<file path="config.mk">
export PLATFORM = sky130hd
export DESIGN_NAME = xor_keyed_record_deframer_top
export DESIGN_NICKNAME = d
export VERILOG_FILES = /design/src/hdl/xkrd_pkg.sv /design/src/hdl/xor_keyed_record_deframer_top.sv /design/src/hdl/xkrd_in_reg.sv /design/src/hdl/xkrd_decode.sv /design/src/hdl/xkrd_result_reg.sv
export SDC_FILE = /design/constraint.sdc
export NUM_CORES = 1
export LEC_CHECK = 0
export ABC_CLOCK_PERIOD_IN_PS = 7900
export BUFFER_PORTS_ARGS = -buffer_cell sky130_fd_sc_hd__clkbuf_2
export CAP_MARGIN = 20
export CORE_ASPECT_RATIO = 2
export CORE_MARGIN = 5
export CORE_UTILIZATION = 35
export DETAILED_ROUTE_END_ITERATION = 12
export HOLD_SLACK_MARGIN = 0.12
export PLACE_DENSITY = 0.49
export SLEW_MARGIN = 20
export SYNTH_ARGS = -nofsm -noshare
export SYNTH_HDL_FRONTEND = slang
export SYNTH_SLANG_ARGS = --single-unit
export TNS_END_PERCENT = 30
</file>
<file path="constraint.sdc">
create_clock -name clk -period 7.9 [get_ports clk]
set_input_delay 1.58 -clock clk [delete_from_list [all_inputs] [get_ports clk]]
set_output_delay 1.58 -clock clk [all_outputs]
set_load 0.005 [all_outputs]
</file>
<file path="src/hdl/xkrd_pkg.sv">
// Package with item types, result codes and the key table for the keyed record deframer.
package xkrd_pkg;

	localparam int unsigned KEY_LEN = 30;
	localparam int unsigned KEY_POS_W = 5;
	localparam int unsigned HDR_CNT_W = 3;

	// Header byte count at which the record moves into its payload.
	localparam logic [HDR_CNT_W-1:0] HDR_PAYLOAD = 3'd6;
	localparam logic [HDR_CNT_W-1:0] HDR_LEN_HI = 3'd4;
	localparam logic [HDR_CNT_W-1:0] HDR_LEN_LO = 3'd5;
	localparam logic [KEY_POS_W-1:0] KEY_LAST = KEY_POS_W'(KEY_LEN - 1);

	localparam logic [1:0] KIND_PAYLOAD = 2'd0;
	localparam logic [1:0] KIND_EMPTY = 2'd1;
	localparam logic [1:0] KIND_TRUNC = 2'd2;

	typedef struct packed {
		logic [7:0] file_byte;
		logic end_of_file;
	} in_item_t;

	typedef struct packed {
		logic [31:0] record_timing;
		logic [15:0] record_length;
		logic [7:0] payload_byte;
		logic [1:0] result_kind;
		logic first_of_record;
		logic last_of_record;
		logic file_done;
	} out_item_t;

	function automatic logic [7:0] key_byte(input logic [KEY_POS_W-1:0] pos);
		logic [7:0] k;
		begin
			unique case (pos)
				5'd0: k = 8'hC7;
				5'd1: k = 8'hE0;
				5'd2: k = 8'hEF;
				5'd3: k = 8'hF3;
				5'd4: k = 8'hF1;
				5'd5: k = 8'hF2;
				5'd6: k = 8'hE8;
				5'd7: k = 8'h20;
				5'd8: k = 8'hEA;
				5'd9: k = 8'hE0;
				5'd10: k = 8'hF0;
				5'd11: k = 8'hE0;
				5'd12: k = 8'hEE;
				5'd13: k = 8'hEA;
				5'd14: k = 8'hE5;
				5'd15: k = 8'h20;
				5'd16: k = 8'hED;
				5'd17: k = 8'hE0;
				5'd18: k = 8'h20;
				5'd19: k = 8'hEA;
				5'd20: k = 8'hEE;
				5'd21: k = 8'hEC;
				5'd22: k = 8'hEF;
				5'd23: k = 8'hFC;
				5'd24: k = 8'hFE;
				5'd25: k = 8'hF2;
				5'd26: k = 8'hE5;
				5'd27: k = 8'hF0;
				5'd28: k = 8'hE5;
				5'd29: k = 8'h21;
				default: k = 8'h00;
			endcase
			return k;
		end
	endfunction

endpackage

</file>
<file path="src/hdl/xor_keyed_record_deframer_top.sv">
// Top level of the keyed record deframer: input stage, decode and result register.
// Encrypted file bytes enter one per transfer on the byte channel; the last byte of
// a file carries end_of_file. Each byte is XORed with a fixed 30-byte key chosen by
// its position in the file, and the clear stream is parsed as records of a 4-byte
// big-endian timing, a 2-byte big-endian length and that many payload bytes. Every
// payload byte leaves on the rec channel tagged with its record's timing and length;
// a zero-length record gives one empty-record result and a file that ends inside a
// header or payload gives a truncation error. Other header bytes produce no result. The
// block takes one byte per clock cycle with no bubbles while rec_stall does not hold
// back a result: a byte is held in the input register, is decoded by a single stage
// of logic and lands in the result register, which drives rec_valid and holds the
// result until it is transferred out. The only back-pressure comes from the result
// register when rec_stall holds a result.
module xor_keyed_record_deframer_top (
	input  logic                clk,
	input  logic                arst_n,
	input  logic                byte_valid,
	output logic                byte_stall,
	input  xkrd_pkg::in_item_t   byte_item,
	output logic                rec_valid,
	input  logic                rec_stall,
	output xkrd_pkg::out_item_t  rec_item
);
	import xkrd_pkg::*;

	logic valid_s1;
	in_item_t item_s1;
	logic res_valid;
	out_item_t res;
	logic free;
	logic adv;

	// Advance the held byte when it makes no result, or the result register has room.
	assign adv = valid_s1 & (~res_valid | free);

	xkrd_in_reg u_in_reg (
		.clk        (clk),
		.arst_n     (arst_n),
		.byte_valid (byte_valid),
		.byte_stall (byte_stall),
		.byte_item  (byte_item),
		.adv        (adv),
		.valid_s1   (valid_s1),
		.item_s1    (item_s1)
	);

	// Decrypt, track header and payload, form at most one result per byte.
	xkrd_decode u_decode (
		.clk       (clk),
		.arst_n    (arst_n),
		.step      (adv),
		.item_s1   (item_s1),
		.res_valid (res_valid),
		.res       (res)
	);

	// Hold the result until the downstream transfer completes.
	xkrd_result_reg u_result_reg (
		.clk       (clk),
		.arst_n    (arst_n),
		.load      (adv & res_valid),
		.res       (res),
		.rec_valid (rec_valid),
		.rec_stall (rec_stall),
		.rec_item  (rec_item),
		.free      (free)
	);

endmodule

</file>
<file path="src/hdl/xkrd_in_reg.sv">
// Input register stage: capture one encrypted byte per transfer.
module xkrd_in_reg (
	input  logic              clk,
	input  logic              arst_n,
	input  logic              byte_valid,
	output logic              byte_stall,
	input  xkrd_pkg::in_item_t byte_item,
	input  logic              adv,
	output logic              valid_s1,
	output xkrd_pkg::in_item_t item_s1
);
	import xkrd_pkg::*;

	logic take;

	// Hold the stage while its item cannot move on.
	assign byte_stall = valid_s1 & ~adv;
	assign take = byte_valid & ~byte_stall;

	always_ff @(posedge clk or negedge arst_n) begin
		if (!arst_n) begin
			valid_s1 <= 1'b0;
		end else if (take) begin
			valid_s1 <= 1'b1;
		end else if (adv) begin
			valid_s1 <= 1'b0;
		end
	end

	always_ff @(posedge clk) begin
		if (take) begin
			item_s1 <= byte_item;
		end
	end

endmodule

</file>
<file path="src/hdl/xkrd_decode.sv">
// Decrypt and header/payload tracking: state registers and the per-byte result.
module xkrd_decode (
	input  logic               clk,
	input  logic               arst_n,
	input  logic               step,
	input  xkrd_pkg::in_item_t  item_s1,
	output logic               res_valid,
	output xkrd_pkg::out_item_t res
);
	import xkrd_pkg::*;

	logic [KEY_POS_W-1:0] key_pos_q, key_pos_d, kp;
	logic [HDR_CNT_W-1:0] hdr_cnt_q, hdr_cnt_d, hdr_inc;
	logic [31:0] timing_q, timing_d;
	logic [15:0] length_q, length_d;
	logic [15:0] remain_q, remain_d;
	logic [7:0] d;
	logic eof, first, last;

	always_comb begin
		kp = (key_pos_q <= KEY_LAST) ? key_pos_q : '0;
		d = item_s1.file_byte ^ key_byte(kp);
		eof = item_s1.end_of_file;
		key_pos_d = (kp == KEY_LAST) ? '0 : kp + 5'd1;
		hdr_cnt_d = hdr_cnt_q;
		timing_d = timing_q;
		length_d = length_q;
		remain_d = remain_q;
		hdr_inc = hdr_cnt_q + 3'd1;
		first = (remain_q == length_q);
		last = (remain_q <= 16'd1);
		res_valid = 1'b0;
		res = '0;

		if (hdr_cnt_q < HDR_PAYLOAD) begin
			if (hdr_cnt_q == '0) begin
				timing_d = {24'd0, d};
				length_d = '0;
			end else if (hdr_cnt_q < HDR_LEN_HI) begin
				timing_d = {timing_q[23:0], d};
			end else if (hdr_cnt_q == HDR_LEN_HI) begin
				length_d = {8'd0, d};
			end else begin
				length_d = {length_q[7:0], d};
			end
			hdr_cnt_d = hdr_inc;
			res.record_timing = timing_d;
			res.record_length = length_d;
			res.file_done = eof;
			if (hdr_inc == HDR_PAYLOAD) begin
				if (length_d == '0) begin
					res_valid = 1'b1;
					res.result_kind = KIND_EMPTY;
					res.first_of_record = 1'b1;
					res.last_of_record = 1'b1;
					hdr_cnt_d = '0;
				end else begin
					remain_d = length_d;
					res_valid = eof;
					res.result_kind = KIND_TRUNC;
				end
			end else begin
				res_valid = eof;
				res.result_kind = KIND_TRUNC;
			end
		end else begin
			res_valid = 1'b1;
			res.record_timing = timing_q;
			res.record_length = length_q;
			res.file_done = eof;
			if (eof && !last) begin
				res.result_kind = KIND_TRUNC;
			end else begin
				res.result_kind = KIND_PAYLOAD;
				res.payload_byte = d;
				res.first_of_record = first;
				res.last_of_record = last;
			end
			if (last) begin
				remain_d = '0;
				hdr_cnt_d = '0;
			end else begin
				remain_d = remain_q - 16'd1;
			end
		end

		// Restart everything after the final byte of a file.
		if (eof) begin
			key_pos_d = '0;
			hdr_cnt_d = '0;
			timing_d = '0;
			length_d = '0;
			remain_d = '0;
		end
	end

	always_ff @(posedge clk or negedge arst_n) begin
		if (!arst_n) begin
			key_pos_q <= '0;
			hdr_cnt_q <= '0;
			timing_q <= '0;
			length_q <= '0;
			remain_q <= '0;
		end else if (step) begin
			key_pos_q <= key_pos_d;
			hdr_cnt_q <= hdr_cnt_d;
			timing_q <= timing_d;
			length_q <= length_d;
			remain_q <= remain_d;
		end
	end

	a_key_pos_range: assert property (@(posedge clk) disable iff (!arst_n)
		key_pos_q <= KEY_LAST)
		else $error("key position out of range");

	a_hdr_cnt_range: assert property (@(posedge clk) disable iff (!arst_n)
		hdr_cnt_q <= HDR_PAYLOAD)
		else $error("header count out of range");

	a_eof_restart: assert property (@(posedge clk) disable iff (!arst_n)
		(step && eof) |=> (key_pos_q == '0 && hdr_cnt_q == '0 && remain_q == '0))
		else $error("state not restarted after end of file");

	a_trunc_at_eof: assert property (@(posedge clk) disable iff (!arst_n)
		(step && res_valid && res.result_kind == KIND_TRUNC) |-> eof)
		else $error("truncation reported before end of file");

endmodule

</file>
<file path="src/hdl/xkrd_result_reg.sv">
// Result register: hold one deframed result until it is transferred.
module xkrd_result_reg (
	input  logic                clk,
	input  logic                arst_n,
	input  logic                load,
	input  xkrd_pkg::out_item_t  res,
	output logic                rec_valid,
	input  logic                rec_stall,
	output xkrd_pkg::out_item_t  rec_item,
	output logic                free
);
	import xkrd_pkg::*;

	// Register can take a new result when empty or being drained this cycle.
	assign free = ~rec_valid | ~rec_stall;

	always_ff @(posedge clk or negedge arst_n) begin
		if (!arst_n) begin
			rec_valid <= 1'b0;
		end else if (free) begin
			rec_valid <= load;
		end
	end

	always_ff @(posedge clk) begin
		if (load && free) begin
			rec_item <= res;
		end
	end

endmodule

</file>
==> metrics.md, run 1 <==
| Metric | Value |
|---|---|
| Total track usage | 0.185 |
| Maximum clock frequency | 0.162 GHz |
| Buffers added on ports | 75 |
| Setup Crit Path Kind | flop to output pin |
| Post-Place Setup Slack | 2.20 ns |
| GRT overflow | 0 |
| Resize count post-CTS | 0 |
| Worst Path Arrival | 4.61 ns |
| N_diodes | 0 |
| Hold_buf cts | 0 |
| Largest family of logic cells by synthesized area | compound AO/OA/AOI/OAI gates |
| RSZ-0062 raised after global routing | false |
| # Max-Cap Violations | 0 |
| Yosys reg bits | 144 |
| Peak supply drop | 0.000145 V |
| Sequential area share after synthesis | 0.526 |
| XOR/XNOR share of the synthesized area | 0.0291 |
| M1 WL | 8260 um |
| Rel. slew slack | 0.369 |
| Netlist cell types | 72 |
| Syn Area/Cell | 10.9 um^2 |
| Power density cells | 323 nW/um^2 |
| DRC viols | 0 |
| Drt pass-1 iters | 4 |
| Vias in the first global route | 5823 |
| Placed insts | 994 |
| Die area | 24700 um^2 |
| Antenna-violating nets left | 0 |
| Slew Limit Fails | 0 |
| Worst slew pin tran | 0.946 ns |
| Final worst-path setup slack | 1.71 ns |
| Met2 WL post-DR | 11900 um |
| First-pass GRT wire length | 34500 um |
| Share of cells above drive strength 1 | 0.189 |
| Ports | 76 |
| Cell Area, Synth | 7520 um^2 |
| Final non-filler cell total | 1026 |
| Final wirelength | 22200 um |
| Required @ worst endpoint | 6.32 ns |
| Worst Clk Skew | 0.0104 ns |
| CTS Buffer Depth | 2 |
| CP max-delay cell | dfrtp_1 |
| Via count | 5760 |
| Layout Nets | 766 |
| Initial antenna violation count | 0 |
| Final period util | 0.783 |
| Layout fillers | 2130 |
| Hold path depth | 1 |
| Warnings, synthesis | 0 |
| Clock sink total | 144 |
| Placed Area | 7980 um^2 |
| Post-Syn Instances | 688 |
| Cts bufs inserted | 17 |
| Die height | 217 um |
| Core area | 21400 um^2 |
| Post-synth EDFFs | 70 |
| Clock latency at the later pin of the worst-skew pair | 0.44 ns |
| Area growth syn-to-layout | 13.7% |
| Vias per cell | 5.61 |
| Crit path cell chain | nand4_2, nand2_1, inv_1, ha_1, ha_1, nor3b_1, a31oi_1, o2111ai_2, xnor2_1, a2111o_2, o31ai_1, nand2_1, nor2_1, clkbuf_2 |
| Share of flip-flops with an asynchronous set or reset | 0.514 |
| Worst hold path type | flop to flop |
| DR WL/cell | 21.6 um |
| Adder-Cell Fraction of Synth Area | 0.0216 |
| Num rows | 76 |
| TNS Setup | 0 ns |
| Final instance area | 8550 um^2 |
| Largest net degree at the start of global routing | 68 |
| CTS tree | done |
| Post-synthesis mux area share | 0.0143 |
| # setup viols final | 0 |
| Reg2Reg Depth | 14 |
| Root Driver | clkbuf_16 |
| Minimum clock period after layout | 6.19 ns |
| Final hold violation count | 0 |
| Top Metal Used | met4 |
| Leakage | 0.00371 uW |
| Crit Path Max Fanout | 29 |
| Metal3 WL | 900 um |
| Synth Area in Compound Gates | 0.216 |
| Syn_nets | 714 |
| Starting DRT DRC Count | 397 |
| Status | completed |
| Chip Width | 114 um |
| Htree depth | 4 |
| Top FF cell, synth | dfrtp_1 |
| CTS clk-pin slew, worst paths | 0.06 ns |
| Slowest Stage Delay on Critical Path | 0.94 ns |
| Hpwl dp | 15600 um |
| # Post-CTS Setup Buffers | 0 |
| Worst Setup End Kind | output pin |
| Post-synthesis simple-gate area fraction | 0.140 |
| Tot Pwr | 2770 uW |
| Effective utilization at floorplan | 0.352 |
| CP startpoint kind | flop |
| GP Congestion | 0.846 |
## registers in the layout, indices dropped and copies added, names as in the netlist
signal and count:
u_result_reg.rec_item 61, u_decode.hdr_cnt_q 3, u_decode.timing_q 32, u_in_reg.valid_s1 1
u_in_reg.item_s1 9, u_result_reg.rec_valid 1, u_decode.remain_q 16, u_decode.key_pos_q 5
u_decode.length_q 16
## cell usage in the layout (no fill, tap or decap), drive strengths merged, types with 7 or more instances in the layout
cell    Yosys  layout
clkbuf     23      93
edfxtp     70      70
nor4       10      10
a21oi      40      40
clkinv      0       9
nand2      45      45
a22o       68      68
buf        26       8
a31oi       7       7
nor3       13      13
nand2b     14      14
a21o        9       9
ha         13      13
xor2       24      24
nor2b      17      17
dfrtp      74      74
nand3       8       8
or3         7       7
inv        20      21
nor2       59      59
o21ai      48      48
## logic make-up (layout without fill, tap and decap cells)
kind of cell,after synthesis,in the layout
compound gates,223,223
simple gates,204,204
flops,144,144
buf+inv,69,134
xor+xnor,25,25
fa+ha+maj,13,13
mux,10,10
## cell type report
class,instances,area (um^2),share of cell area
repair buffers,82,430,0.0503
flip-flops and latches,144,3960,0.462
well taps,273,342,0.0399
inverters,20,75.1,0.00878
multi-input cells,475,3180,0.371
clock buffers,19,433,0.0506
clock inverters,13,140,0.0164
## critical path: cells and delay by family (launching register included)
kind / cells / cell delay, ns
xor+xnor: 1 / 0.17
buf+inv: 2 / 0.24
fa+ha+maj: 2 / 0.50
flops: 1 / 0.94
simple gates: 5 / 1.08
compound gates: 4 / 1.22
## power breakdown
group	internal [uW]	total (uW)	switching, uW
combinational	325	895	570
sequential	926	1080	152
clock	465	793	328
total	1720	2770	1050
## layer usage
metal	track usage	vias to the layer above
li1	-	2680
met1	0.199	2870
met2	0.326	165
met3	0.0392	45
met4	0.111	0
met5	0	-
## stage by stage
| step | util | hold slack, ns |
|---|---|---|
| after floorplan | - | 0.467 |
| after global placement | 0.373 | 0.485 |
| after detailed placement | 0.373 | 0.489 |
| after CTS | 0.400 | 0.506 |
| after global routing | 0.400 | 0.511 |
| final | 0.400 | 0.500 |
## Yosys cell counts, drive strengths merged (7+ instances only)
cell type / count / share of area
ha: 13 / 0.022
nor3: 13 / 0.011
nand2: 45 / 0.022
nor2b: 17 / 0.014
buf: 26 / 0.032
a22o: 68 / 0.079
xor2: 24 / 0.028
nand2b: 14 / 0.012
nor2: 59 / 0.030
edfxtp: 70 / 0.28
nor4: 10 / 0.0083
dfrtp: 74 / 0.25
a21oi: 40 / 0.027
a31oi: 7 / 0.0058
o21ai: 48 / 0.032
nand3: 8 / 0.0060
or3: 7 / 0.0058
clkbuf: 23 / 0.011
inv: 20 / 0.010
a21o: 9 / 0.0090
## worst paths after layout
check                                                 end             startpoint  slack (ns)
worst max-delay path                           byte_stall  u_decode.key_pos_q[3]        1.71
worst min-delay path                u_decode.timing_q[28]  u_decode.timing_q[28]        0.50
worst max register to register  u_result_reg.rec_item[58]  u_decode.key_pos_q[3]        2.38
worst min register to register      u_decode.timing_q[28]  u_decode.timing_q[28]        0.50
max in group asynchronous           u_decode.hdr_cnt_q[2]                 arst_n        5.77
min in group asynchronous            u_decode.timing_q[3]                 arst_n        0.95
No activity file was read; power rests on OpenSTA's default activity.
==> run 2, diff against run 1 <==
--- a/config.mk
+++ b/config.mk
@@ -5,7 +5,7 @@
 export SDC_FILE = /design/constraint.sdc
 export NUM_CORES = 1
 export LEC_CHECK = 0
-export ABC_CLOCK_PERIOD_IN_PS = 7900
+export ABC_CLOCK_PERIOD_IN_PS = 6200
 export BUFFER_PORTS_ARGS = -buffer_cell sky130_fd_sc_hd__clkbuf_2
 export CAP_MARGIN = 20
 export CORE_ASPECT_RATIO = 2
==> constraint.sdc (replaced) <==
create_clock -name clk -period 6.2 [get_ports clk]
set_input_delay 1.24 -clock clk [delete_from_list [all_inputs] [get_ports clk]]
set_output_delay 1.24 -clock clk [all_outputs]
set_load 0.005 [all_outputs]
==> run 2 against run 1 <==
Against the previous run: clock-buffer cell count increased by 1; clock power increased by 20%; first-iteration DRC count decreased by 15%; final cell count increased by 0.58%; critical endpoint unchanged.
==> metrics.md, run 2 (same netlist as run 1, synthesis figures left out) <==
| Metric | Value |
|---|---|
| Status | completed |
| Power density cells | 406 nW/um^2 (+26%) |
| DR WL/cell | 21.1 um (-2.3%) |
| # setup viols final | 0 (unchanged) |
| Cts bufs inserted | 17 (unchanged) |
| Worst Path Arrival | 4.46 ns (-0.15 ns) |
| CP startpoint kind | flop |
| Minimum clock period after layout | 5.70 ns |
| Rel. slew slack | 0.420 (+0.0503) |
| CP max-delay cell | dfrtp_1 |
| Root Driver | clkbuf_16 |
| Clock sink total | 144 (unchanged) |
| Final worst-path setup slack | 0.505 ns (-1.21 ns) |
| CTS tree | done |
| Hold_buf cts | 0 (unchanged) |
| Worst Setup End Kind | output pin |
| Resize count post-CTS | 0 (unchanged) |
| Core area | 21400 um^2 (unchanged) |
| Initial antenna violation count | 0 (unchanged) |
| Chip Width | 114 um (unchanged) |
| CTS clk-pin slew, worst paths | 0.06 ns (about the same) |
| Vias in the first global route | 5860 (+0.64%) |
| Number of flip-flops in the largest register | 61 (unchanged) |
| Setup Crit Path Kind | flop to output pin |
| Via count | 5729 (-0.54%) |
| Die area | 24700 um^2 (unchanged) |
| Crit path cell chain | nand4_2, nand2_1, inv_1, ha_1, ha_1, nor3b_1, a31oi_1, o2111ai_2, xnor2_1, a2111o_2, o31ai_1, nand2_1, nor2_1, clkbuf_2 |
| Area growth syn-to-layout | 13.9% |
| Maximum clock frequency | 0.176 GHz |
| Most flops, register | u_result_reg.rec_item |
| Die height | 217 um (unchanged) |
| Slew Limit Fails | 0 (unchanged) |
| Layout fillers | 2150 (+0.94%) |
| First-pass GRT wire length | 34300 um (-0.42%) |
| Buffers added on ports | 75 (unchanged) |
| Placed Area | 8020 um^2 (+0.56%) |
| DRC viols | 0 (unchanged) |
| Slowest Stage Delay on Critical Path | 0.77 ns (-0.17 ns) |
| Share of cells above drive strength 1 | 0.192 (+0.00378) |
| GRT overflow | 0 (unchanged) |
| Drt pass-1 iters | 5 (+1) |
| Ports | 76 (unchanged) |
| Starting DRT DRC Count | 337 (-15%) |
| Layout Nets | 772 (+0.78%) |
| Final period util | 0.919 |
| Antenna-violating nets left | 0 (unchanged) |
| TNS Setup | 0 ns (unchanged) |
| Most frequent cells in the layout | clkbuf_2, dfrtp_1, edfxtp_1, a22o_1, nor2_1 |
| Htree depth | 4 (unchanged) |
| Total track usage | 0.183 (-0.00257) |
| Hpwl dp | 15800 um (+1.1%) |
| Required @ worst endpoint | 4.96 ns (-1.36 ns) |
| Leakage | 0.00372 uW (+0.26%) |
| GP Congestion | 0.882 (+4.3%) |
| RSZ-0062 raised after global routing | false |
| Post-Place Setup Slack | 1.02 ns (-1.17 ns) |
| Commonest non-fill, non-tap cell in the layout | clkbuf_2 |
| Final wirelength | 21800 um (-1.7%) |
| CP top delay family | compound AO/OA/AOI/OAI gates |
| Crit Path Max Fanout | 21 (-28%) |
| Tot Pwr | 3480 uW (+26%) |
| # Max-Cap Violations | 0 (unchanged) |
| Final hold slack | 0.503 ns (+0.00273 ns) |
| Vias per cell | 5.55 (-1.1%) |
| Worst path bufs/invs | 2 (unchanged) |
| CTS Buffer Depth | 2 (unchanged) |
| Clock latency at the later pin of the worst-skew pair | 0.43 ns (about the same) |
| Effective utilization at floorplan | 0.352 (unchanged) |
| N_diodes | 0 (unchanged) |
| Largest net degree at the start of global routing | 49 (-28%) |
| Final instance area | 8560 um^2 (+0.15%) |
| Biggest regs | u_result_reg.rec_item x61, u_decode.timing_q x32 |
| Worst Clk Skew | 0.00749 ns (-0.00286 ns) |
| Final hold violation count | 0 (unchanged) |
| Peak supply drop | 0.000209 V (+45%) |
| Worst slew pin tran | 0.871 ns (-0.0754 ns) |
| Worst hold path type | flop to flop |
| # Post-CTS Setup Buffers | 0 (unchanged) |
| Num rows | 76 (unchanged) |
-- run 2: per-stage QoR --
| step | instances | utilization |
|---|---|---|
| finish | 1032 | 0.400 |
| floorplan | 688 | - |
| detailed placement | 1000 | 0.375 |
| global placement | 1000 | 0.375 |
| global route | 1032 | 0.400 |
| CTS | 1032 | 0.400 |
-- run 2: cell type report --
| cell class | count | area [um^2] | area share |
|---|---|---|---|
| clock buffer | 20 | 447 | 0.0522 |
| multi-input combinational | 475 | 3180 | 0.371 |
| tap | 273 | 342 | 0.0399 |
| timing repair buffer | 88 | 475 | 0.0555 |
| inverter | 20 | 75.1 | 0.00877 |
| clock inverter | 12 | 93.8 | 0.0110 |
| sequential | 144 | 3960 | 0.462 |
-- run 2: power breakdown --
part           internal, uW  switching (uW)
combinational           425             746
clock                   555             398
sequential             1180             178
total                  2160            1320
-- run 2: worst register-to-register path, stage by stage (launching register included) --
cell       delay [ns]
dfrtp_1          0.77
nand4_2          0.29
nand2_1          0.22
inv_1            0.10
ha_1             0.30
ha_1             0.21
nor3b_1          0.17
a31oi_1          0.07
o2111ai_2        0.11
xnor2_1          0.16
a2111o_2         0.60
o31ai_1          0.49
nand2_1          0.26
nor2_4           0.53
buf_4            0.44
-- run 2: worst paths after layout --
path	from	end	slack [ns]	cells past startpoint
max	u_decode.key_pos_q[2]	byte_stall	0.50	14
min	u_decode.timing_q[25]	u_decode.timing_q[25]	0.50	1
max reg2reg	u_decode.key_pos_q[2]	u_result_reg.rec_item[21]	1.13	14
min reg2reg	u_decode.timing_q[25]	u_decode.timing_q[25]	0.50	1
max in group asynchronous	arst_n	u_decode.length_q[9]	4.43	2
min in group asynchronous	arst_n	u_decode.timing_q[11]	0.79	1
-- run 2: per-layer routing --
layer  part of all wire  wire, um  global-route usage  vias up
met4              0.051      1120               0.103        0
met5                  0         0                   0        -
met1               0.37      8120               0.197     2822
met3              0.039       860              0.0384       52
met2               0.54     11700               0.325      166
li1                   -         -                   -     2689
==> run 3, diff against run 2 <==
--- a/config.mk
+++ b/config.mk
@@ -5,9 +5,9 @@
 export SDC_FILE = /design/constraint.sdc
 export NUM_CORES = 1
 export LEC_CHECK = 0
-export ABC_CLOCK_PERIOD_IN_PS = 6200
+export ABC_CLOCK_PERIOD_IN_PS = 7350
 export BUFFER_PORTS_ARGS = -buffer_cell sky130_fd_sc_hd__clkbuf_2
-export CAP_MARGIN = 20
+export CAP_MARGIN = 0
 export CORE_ASPECT_RATIO = 2
 export CORE_MARGIN = 5
 export CORE_UTILIZATION = 35
==> constraint.sdc (replaced) <==
create_clock -name clk -period 7.35 [get_ports clk]
set_input_delay 1.47 -clock clk [delete_from_list [all_inputs] [get_ports clk]]
set_output_delay 1.47 -clock clk [all_outputs]
set_load 0.005 [all_outputs]
==> run 3 against run 2 <==
Against the previous run: final cell count down 0.39%; register-to-register slack better by 1.0 ns; power down 13%.
==> metrics.md, run 3 (same netlist as run 1, synthesis figures left out) <==
| Metric | Value |
|---|---|
| Status | completed |
| Required @ worst endpoint | 5.88 ns (+0.92 ns) |
| Ports | 76 (unchanged) |
| # setup viols final | 0 (unchanged) |
| CP max-delay cell | dfrtp_1 |
| Via count | 5654 (-1.3%) |
| Resize count post-CTS | 0 (unchanged) |
| Antenna-violating nets left | 0 (unchanged) |
| CTS clk-pin slew, worst paths | 0.06 ns (about the same) |
| Final wirelength | 21500 um (-1.3%) |
| Layout Nets | 768 (-0.52%) |
| CTS tree | done |
| Htree depth | 4 (unchanged) |
| Commonest non-fill, non-tap cell in the layout | clkbuf_2 |
| Clock latency at the later pin of the worst-skew pair | 0.43 ns (about the same) |
| Most flops, register | u_result_reg.rec_item |
| CP Launch Point | u_decode.key_pos_q[3] |
| Worst hold path type | flop to flop |
| Power density cells | 352 nW/um^2 (-13%) |
| CTS Buffer Depth | 2 (unchanged) |
| Peak supply drop | 0.000154 V (-26%) |
| Crit Path Max Fanout | 29 (+38%) |
| Largest net degree at the start of global routing | 61 (+24%) |
| Area growth syn-to-layout | 14.7% |
| GP Congestion | 0.890 (+0.86%) |
| Chip Width | 114 um (unchanged) |
| Crit path cell chain | nand4_2, nand2_1, inv_1, ha_1, ha_1, nor3b_1, a31oi_1, o2111ai_2, xnor2_1, a2111o_2, o31ai_1, nand2_1, nor2_1, clkbuf_2 |
| GRT overflow | 0 (unchanged) |
| Rel. slew slack | 0.364 (-0.0559) |
| Initial antenna violation count | 0 (unchanged) |
| Setup Crit Path Kind | flop to output pin |
| Effective utilization at floorplan | 0.352 (unchanged) |
| Slowest Stage Delay on Critical Path | 0.97 ns (+0.20 ns) |
| R2R Path Start | u_decode.key_pos_q[3] |
| Final period util | 0.833 |
| Worst Setup End Kind | output pin |
| Maximum clock frequency | 0.163 GHz |
| Placed Area | 7990 um^2 (-0.37%) |
| Die height | 217 um (unchanged) |
| Most frequent cells in the layout | clkbuf_2, dfrtp_1, edfxtp_1, a22o_1, nor2_1 |
| Final worst-path setup slack | 1.23 ns (+0.721 ns) |
| # Post-CTS Setup Buffers | 0 (unchanged) |
| Leakage | 0.00375 uW (+0.81%) |
| Worst Clk Skew | 0.0226 ns (+0.0151 ns) |
| Hpwl dp | 15500 um (-2.0%) |
| Multi-input gate area | 3180 um^2 (unchanged) |
| Post-Place Setup Slack | 1.71 ns (+0.682 ns) |
| # Max-Cap Violations | 0 (unchanged) |
| First-pass GRT wire length | 34100 um (-0.84%) |
| Min-delay src | u_decode.timing_q[25] |
| N_diodes | 0 (unchanged) |
| Vias in the first global route | 5884 (+0.41%) |
| CP top delay family | compound AO/OA/AOI/OAI gates |
| Root Driver | clkbuf_16 |
| DR WL/cell | 21.0 um (-0.89%) |
| Num rows | 76 (unchanged) |
| RSZ-0062 raised after global routing | false |
| Register area | 3960 um^2 (unchanged) |
| Final hold violation count | 0 (unchanged) |
| Starting DRT DRC Count | 363 (+7.7%) |
| Cts bufs inserted | 17 (unchanged) |
| TNS Setup | 0 ns (unchanged) |
| Clock sink total | 144 (unchanged) |
| DRC viols | 0 (unchanged) |
| Total track usage | 0.180 (-0.00290) |
| Core area | 21400 um^2 (unchanged) |
| Die area | 24700 um^2 (unchanged) |
| Number of flip-flops in the largest register | 61 (unchanged) |
| Minimum clock period after layout | 6.12 ns |
| Share of cells above drive strength 1 | 0.193 (+0.00102) |
| CP startpoint kind | flop |
| Worst slew pin tran | 0.955 ns (+0.0839 ns) |
| Biggest regs | u_result_reg.rec_item x61, u_decode.timing_q x32 |
| Drt pass-1 iters | 4 (-1) |
| Layout fillers | 2137 (-0.60%) |
| Buffers added on ports | 75 (unchanged) |
| Final core utilization | 0.403 (+0.00281) |
| Worst path bufs/invs | 2 (unchanged) |
| Vias per cell | 5.50 (-0.93%) |
| Worst Path Arrival | 4.65 ns (+0.19 ns) |
| Hold_buf cts | 0 (unchanged) |
| Final instance area | 8620 um^2 (+0.70%) |
| Slew Limit Fails | 0 (unchanged) |
==> run 3: cell types whose count changed in the layout (fill, tap and decap cells not counted), sizes merged <==
| cell | before | now |
|---|---|---|
| buf | 14 | 10 |
| bufinv | 1 | 3 |
| clkinv | 8 | 6 |
| clkinvlp | 3 | 1 |
| inv | 20 | 22 |
==> run 3: where the power goes <==
part	switching [uW]	leakage [uW]	internal, uW
sequential	176	0.00168	995
combinational	602	0.00176	352
clock	338	0.000312	573
total	1120	0.00375	1920
==> run 3: final cells by class <==
cell class | instances | share of cell area
clock inverter | 12 | 0.0177
timing repair buffer | 84 | 0.0516
sequential | 144 | 0.459
clock buffer | 20 | 0.0554
multi-input combinational | 475 | 0.368
tap | 273 | 0.0396
inverter | 20 | 0.00870
==> run 3: path summary, 6_finish.rpt <==
path                                             endpoint  slack [ns]  cells past startpoint
worst max-delay path                           byte_stall        1.23                     14
worst min-delay path                u_decode.timing_q[25]        0.50                      1
worst max register to register  u_result_reg.rec_item[21]        2.17                     14
worst min register to register      u_decode.timing_q[25]        0.50                      1
max in group asynchronous           u_decode.length_q[15]        5.33                      2
min in group asynchronous           u_decode.key_pos_q[1]        0.93                      1
==> run 3: per-layer routing <==
layer,up-vias,wire (um),GRT usage
met3,42,654,0.0331
met5,-,0,0
met2,133,11700,0.322
met4,0,976,0.0971
met1,2793,8240,0.197
li1,2686,-,-
==> run 3: metrics by stage <==
stage,total power [uW],hold WS (ns),std cells
CTS,3070,0.505,1028
detailed placement,2140,0.486,996
finish,3040,0.502,1028
global route,3210,0.511,1028
global placement,2130,0.484,996
floorplan,1830,0.467,688
